[config.mk]
export PLATFORM = sky130hd
export DESIGN_NAME = lrud_scan
export DESIGN_NICKNAME = d
export VERILOG_FILES = /design/src/design/lrud_pkg.sv /design/src/design/lrud_scan.sv
export SDC_FILE = /design/constraint.sdc
export NUM_CORES = 1
export LEC_CHECK = 0
export BUFFER_PORTS_ARGS = -buffer_cell sky130_fd_sc_hd__buf_2
export CORE_ASPECT_RATIO = 1.75
export CORE_MARGIN = 8
export CORE_UTILIZATION = 40
export CTS_BUF_LIST = sky130_fd_sc_hd__clkbuf_4 sky130_fd_sc_hd__clkbuf_8
export DETAILED_ROUTE_END_ITERATION = 10
export PLACE_DENSITY_LB_ADDON = 0.3
export REMOVE_ABC_BUFFERS = 1
export SYNTH_ARGS = -nofsm -noshare
export SYNTH_HDL_FRONTEND = slang
export SYNTH_SLANG_ARGS = --single-unit
[constraint.sdc]
create_clock -name clk -period 4.74 [get_ports clk]
set_input_delay 0.237 -clock clk [delete_from_list [all_inputs] [get_ports clk]]
set_output_delay 0.237 -clock clk [all_outputs]
set_load 0.005 [all_outputs]
[src/design/lrud_pkg.sv]
`timescale 1ns / 1ps

package lrud_pkg;

    localparam int ENTRIES   = 128;
    localparam int IDX_W     = $clog2(ENTRIES);
    localparam int ID_BITS   = 9;
    localparam int TIME_BITS = 16;
    localparam int SIZE_W    = 14;
    localparam int INDEX_W   = 7;

    localparam int IN_FIELDS_W  = ID_BITS + 2 * TIME_BITS + SIZE_W;
    localparam int IN_TDATA_W   = ((IN_FIELDS_W + 7) / 8) * 8;
    localparam int OUT_FIELDS_W = INDEX_W + TIME_BITS + SIZE_W;
    localparam int OUT_TDATA_W  = ((OUT_FIELDS_W + 7) / 8) * 8;
    localparam int OUT_TUSER_W  = 2;

    typedef enum logic
    {
        OP_QUERY = 1'b0,
        OP_FILL  = 1'b1
    } op_t;

    typedef enum logic [1:0]
    {
        ST_IDLE,
        ST_SCAN,
        ST_LAST,
        ST_WRITE
    } state_t;

    typedef struct packed
    {
        logic [ID_BITS-1:0]   item;
        logic [TIME_BITS-1:0] upd;
        logic [TIME_BITS-1:0] acc;
        logic [SIZE_W-1:0]    bytes;
    } entry_t;

    typedef struct packed
    {
        logic item;
        logic upd;
        logic acc;
        logic bytes;
    } field_we_t;

    typedef struct packed
    {
        logic                 match;
        logic [IDX_W-1:0]     match_idx;
        logic                 have_free;
        logic [IDX_W-1:0]     free_idx;
        logic [IDX_W-1:0]     old_idx;
        logic [TIME_BITS-1:0] hit_upd;
        logic [SIZE_W-1:0]    hit_bytes;
    } scan_res_t;

    function automatic logic [INDEX_W-1:0] to_out_index(input logic [IDX_W-1:0] idx);
        logic [IDX_W+INDEX_W-1:0] ext;
        ext = {{INDEX_W{1'b0}}, idx};
        return ext[INDEX_W-1:0];
    endfunction

endpackage

[src/design/lrud_scan.sv]
`timescale 1ns / 1ps

module lrud_scan
    import lrud_pkg::*;
(
    input  logic               clk,
    input  logic               rst_n,
    input  logic               clear,
    input  logic               step,
    input  logic [IDX_W-1:0]   idx,
    input  logic               ent_valid,
    input  entry_t             ent,
    input  logic [ID_BITS-1:0] key,
    output scan_res_t          res
);

    logic                 match_reg,     match_next;
    logic [IDX_W-1:0]     match_idx_reg, match_idx_next;
    logic                 have_free_reg, have_free_next;
    logic [IDX_W-1:0]     free_idx_reg,  free_idx_next;
    logic                 seen_reg,      seen_next;
    logic [TIME_BITS-1:0] oldest_reg,    oldest_next;
    logic [IDX_W-1:0]     old_idx_reg,   old_idx_next;
    logic [TIME_BITS-1:0] hit_upd_reg,   hit_upd_next;
    logic [SIZE_W-1:0]    hit_bytes_reg, hit_bytes_next;

    always_comb
    begin
        match_next     = match_reg;
        match_idx_next = match_idx_reg;
        have_free_next = have_free_reg;
        free_idx_next  = free_idx_reg;
        seen_next      = seen_reg;
        oldest_next    = oldest_reg;
        old_idx_next   = old_idx_reg;
        hit_upd_next   = hit_upd_reg;
        hit_bytes_next = hit_bytes_reg;
        if (clear)
        begin
            match_next     = 1'b0;
            have_free_next = 1'b0;
            seen_next      = 1'b0;
        end
        else if (step)
        begin
            if (ent_valid)
            begin
                if (!match_reg && ent.item == key)
                begin
                    match_next     = 1'b1;
                    match_idx_next = idx;
                    hit_upd_next   = ent.upd;
                    hit_bytes_next = ent.bytes;
                end
                // strict less keeps the lowest index on a tie
                if (!seen_reg || ent.acc < oldest_reg)
                begin
                    seen_next    = 1'b1;
                    oldest_next  = ent.acc;
                    old_idx_next = idx;
                end
            end
            else if (!have_free_reg)
            begin
                have_free_next = 1'b1;
                free_idx_next  = idx;
            end
        end
    end

    always_ff @(posedge clk or negedge rst_n)
    begin
        if (!rst_n)
        begin
            match_reg     <= 1'b0;
            have_free_reg <= 1'b0;
            seen_reg      <= 1'b0;
        end
        else
        begin
            match_reg     <= match_next;
            have_free_reg <= have_free_next;
            seen_reg      <= seen_next;
        end
    end

    always_ff @(posedge clk)
    begin
        match_idx_reg <= match_idx_next;
        free_idx_reg  <= free_idx_next;
        oldest_reg    <= oldest_next;
        old_idx_reg   <= old_idx_next;
        hit_upd_reg   <= hit_upd_next;
        hit_bytes_reg <= hit_bytes_next;
    end

    always_comb
    begin
        res.match     = match_reg;
        res.match_idx = match_idx_reg;
        res.have_free = have_free_reg;
        res.free_idx  = free_idx_reg;
        res.old_idx   = old_idx_reg;
        res.hit_upd   = hit_upd_reg;
        res.hit_bytes = hit_bytes_reg;
    end

endmodule

# Yosys cells after proc, flatten, opt, wreduce, memory -nomap -nowiden
# Cells that the tools add are included.
# word_totals
regBits	70
in_bits	76
out_inout_bits	53
# op_classes
order_cmp	1
eq_ne	2
muxes	11
bitwise	3
reduce_logical	14
# ops
cell	n
< comparator 16 bit	1
AND reduction 4 bit	3
two-way mux 1 bit	11
== test 9 bit	1
nonzero test 2 bit	4
AND reduction 3 bit	2
NOT 1 bit	3
zero test 1 bit	2
inequality test 2 bit, second input constant	1
AND reduction 2 bit	1
logical AND 1 bit	1
logical OR 1 bit	1

# Depth between registers and ports, before layout
# depth
word_depth	6
depth_mapped	6

# Least setup slack after synthesis
# No wires, ideal clock.
# synth_path
path_type	input-to-reg
start	input port clear
end	register hit_bytes_reg[0], enable pin
setup_ns	0.524
arrival_ns	4.313
setup_slack_ns	-0.097
stages	4
n_path_buf	0
path_cell_list	nand3b_1 nor4_1 nand2_1 nor4_1
# synth_between
elab_chain_cells	2
# synth_rtl
element	line_no	source
start: declaration	lrud_scan.sv:8	input logic clear,
NOT 1 bit (no source line)	--	
AND reduction 4 bit (no source line)	--	
end signal: assignment	lrud_scan.sv:94	hit_bytes_reg <= hit_bytes_next;
end: declaration	lrud_scan.sv:25	logic [SIZE_W-1:0] hit_bytes_reg, hit_bytes_next;
# Every way passes these cells.
# A chain may end at the register's enable or synchronous reset.

# Worst setup path after layout
# layout_path
start	register oldest_reg[7]
end	register oldest_reg[0], enable pin
# layout_between
elab_chain_cells	3
# layout_rtl
element	line_no	source
start: declaration	lrud_scan.sv:22	logic [TIME_BITS-1:0] oldest_reg, oldest_next;
start signal: assignment	lrud_scan.sv:91	oldest_reg <= oldest_next;
< comparator 16 bit	lrud_scan.sv:56	if (!seen_reg || ent.acc < oldest_reg)
logical OR 1 bit	lrud_scan.sv:56	
AND reduction 4 bit (no source line)	--	
# Every way passes these cells.

==> results.py <==
metrics = {
    "sta": {
        "setup_viol_count_final": 0,
        "max_freq_mhz": 386,
        "max-slew-margin-rel": 0.273,
        "post-route-min-period_ps": 2590,
        "slew_violations": 0,
        "fin_ws_ps": 2150,
        "clock_skew_ps": 8.02,
        "whs_ps": 74.1,
        "layout_worst_path_cycle_share": 0.546,
        "hold_viol_final": 0,
        "worst_pin_slew_ps": 1090,
        "rsz0062_at_grt": "no",
    },
    "logic_synthesis": {
        "yosys-top-cells-count": "67 x edfxtp_1, 17 x inv_1, 15 x ha_1",
        "synth_most_common_cell": "edfxtp_1",
        "synthCells": 148,
        "synth-seq-area-share": 0.791,
        "synth_edf_count": 67,
        "yosysWarnings": 0,
        "synthArstFlopShare": 0.0429,
        "postSynthAreaPerCell_sq_um": 17.8,
        "syn-cell-area_sq_um": 2640,
        "synth_top_family_by_area": "adder cells",
        "synth_area_leader_cell": "edfxtp_1",
        "synth_area_leaders": "edfxtp_1 76%, ha_1 7.1%, xor2_1 3.0%",
        "synthAdderAreaFrac": 0.0711,
        "synthXorXnorAreaFrac": 0.0299,
        "yosysUniqueCellTypes": 24,
        "synth_top_area_share": 0.762,
        "synth_top_flop_cell": "edfxtp_1",
        "muxShareOfSynthArea": 0,
        "yosys_register_bits": 70,
        "synth_simple_gate_area_frac": 0.0403,
        "synth-compound-area-share": 0.0384,
    },
    "place": {
        "port_buffers": 128,
        "gp_congestion": 0.771,
        "pre_cts_ws_ps": 2090,
        "dp_hpwl_um": 4630,
        "post-place-cells": 357,
    },
    "floorplan": {
        "ios": 129,
        "die_h_um": 123,
        "dieArea_sq_um": 9560,
        "start_util": 0.410,
        "core.rowCount": 39,
        "fp.dieW_um": 77.4,
        "core-area_sq_um": 6440,
    },
    "route": {
        "drt_iter0_markers": 65,
        "dr.pass1.iters": 3,
        "drc": 0,
        "via_count": 1711,
        "wl_per_cell_um": 15.5,
        "viasPerCell": 4.59,
        "routed_wl_um": 5800,
        "ant_nets": 0,
    },
    "hold_path": {
        "holdPathEnd": "hit_upd_reg[12]$_DFFE_PP_",
        "hp-class": "input pin to flip-flop",
        "hp-start": "ent[42]",
        "hold_depth": 1,
    },
    "clocking": {
        "cts_setup_buffers": 0,
        "cts_made_buffers": 9,
        "cts-resized-gates": 0,
        "clkSinkCount": 70,
        "clk_pin_slew_ps": 70,
        "cts.path.max_buffers": 2,
        "htreeDepth": 3,
        "cts-root-buf": "clkbuf_8",
        "cts_tree": "built",
        "clock_latency_ps": 340,
    },
    "status": {
        "status": "finished clean",
    },
    "global_routing": {
        "overflow": 0,
        "grt_usage": 0.124,
        "grt_max_degree": 38,
        "antenna_found_initial": 0,
        "grt_pass1_wl_um": 8910,
        "grt_pass1_vias": 1817,
    },
    "power": {
        "power.internal_mw": 1.02,
        "clkPwrFrac": 0.382,
        "total_power_mw": 1.27,
        "power_leakage_nw": 1.57,
        "seqPwrFrac": 0.550,
        "vdd_drop_max_mv": 0.173,
        "switching_share": 0.192,
        "switching_power_mw": 0.243,
        "power_frac_comb": 0.068,
        "p_per_area_nw_per_um2": 350,
    },
    "worst_setup_path": {
        "reg2reg_to": "oldest_reg[0]$_DFFE_PP_",
        "rrSetupSlack_ps": 2150,
        "reg2reg_from": "oldest_reg[7]$_DFFE_PP_",
        "path_class": "flip-flop to flip-flop",
        "arrival_ps": 2550,
        "cp_max_fo": 23,
        "r2r_cells": 6,
        "worstPathRequired_ps": 4700,
        "cp-start-kind": "flip-flop",
        "crit_path_end_kind": "flip-flop",
    },
    "job": {
        "cap_violations": 0,
    },
    "cells_and_area": {
        "area_growth_pct": 37.1,
        "finalNetCount": 378,
        "num_antenna_cells": 0,
        "layout-drive-gt1-share": 0.502,
        "layout.cells.non_filler": 373,
    },
}
## repair_timing
item / in CTS / in global routing
hold buffers: 1 / 0
endpoints found under the setup margin: 0 / 0
endpoints found under the hold margin: 3 / 0
## worst max path at each step
stage	from	to	slack, ps	cells after the start
finish	oldest_reg[7]$_DFFE_PP_	oldest_reg[0]$_DFFE_PP_	2150	6
global route	oldest_reg[7]$_DFFE_PP_	old_idx_reg[4]$_DFFE_PP_	1970	6
CTS	oldest_reg[7]$_DFFE_PP_	oldest_reg[0]$_DFFE_PP_	2100	6
detailed placement	ent[21]	old_idx_reg[3]$_DFFE_PP_	2090	6
global placement	ent[21]	old_idx_reg[2]$_DFFE_PP_	2150	6
floorplan	clear	hit_bytes_reg[0]$_DFFE_PP_	-100	4
## cells by family (layout without fill, tap and decap cells)
group / count (synthesis) / count (layout)
and+or+nand+nor: 20 / 20
xor gates and xnor gates: 9 / 9
buffers and inverters: 19 / 162
AOI/OAI and AO/OA: 15 / 15
DFF: 70 / 70
adders and majority gates: 15 / 15
## worst max-delay path: stages, from the launching register on
cell and delay [ps]:
edfxtp_1 360, inv_1 60, ha_1 230, a21oi_1 140, o21ai_0 110, a221o_2 390, o32ai_4 930
## per-layer routing
| metal | wire length (um) | global-route usage |
|---|---|---|
| met5 | 0 | 0 |
| met4 | 74 | 0.0641 |
| met3 | 677 | 0.0793 |
| met2 | 2850 | 0.202 |
| met1 | 2200 | 0.120 |
## layout make-up
class,count,area (sq um)
clock inverter,6,77.6
clock buffer,9,124
fill,563,2820
sequential,70,2090
multi-input combinational,59,505
inverter,17,63.8
timing repair buffer,130,658
tap,82,103
## cells in the final DEF (no fill, tap or decap), types with 2 or more instances in the layout
master / n
edfxtp_1: 67
nand4_1: 2
buf_2: 128
inv_1: 17
nor4_1: 2
clkbuf_8: 9
nor2_1: 5
clkinv_2: 2
nand2b_1: 2
a21oi_1: 6
clkinv_1: 2
ha_1: 15
xor2_1: 9
nand2_1: 4
o21ai_0: 2
dfrtp_1: 3
bufinv_16: 2
## per-stage QoR
stage                util  TNS [ps]  instance area [sq um]
floorplan               -     -3590                   2630
global placement    0.529         0                   3410
detailed placement  0.529         0                   3410
CTS                 0.562         0                   3620
global route        0.562         0                   3620
finish              0.562         0                   3620
## power groups by stage
stage / Clock (mW) / Sequential, mW / Combinational, mW
after floorplan: 0 / 0.710 / 0.0316
after global placement: 0 / 0.710 / 0.0835
after detailed placement: 0 / 0.710 / 0.0863
after CTS: 0.503 / 0.697 / 0.0879
after global routing: 0.524 / 0.697 / 0.0978
final: 0.484 / 0.697 / 0.0859
(Power assumes the default switching activity.)
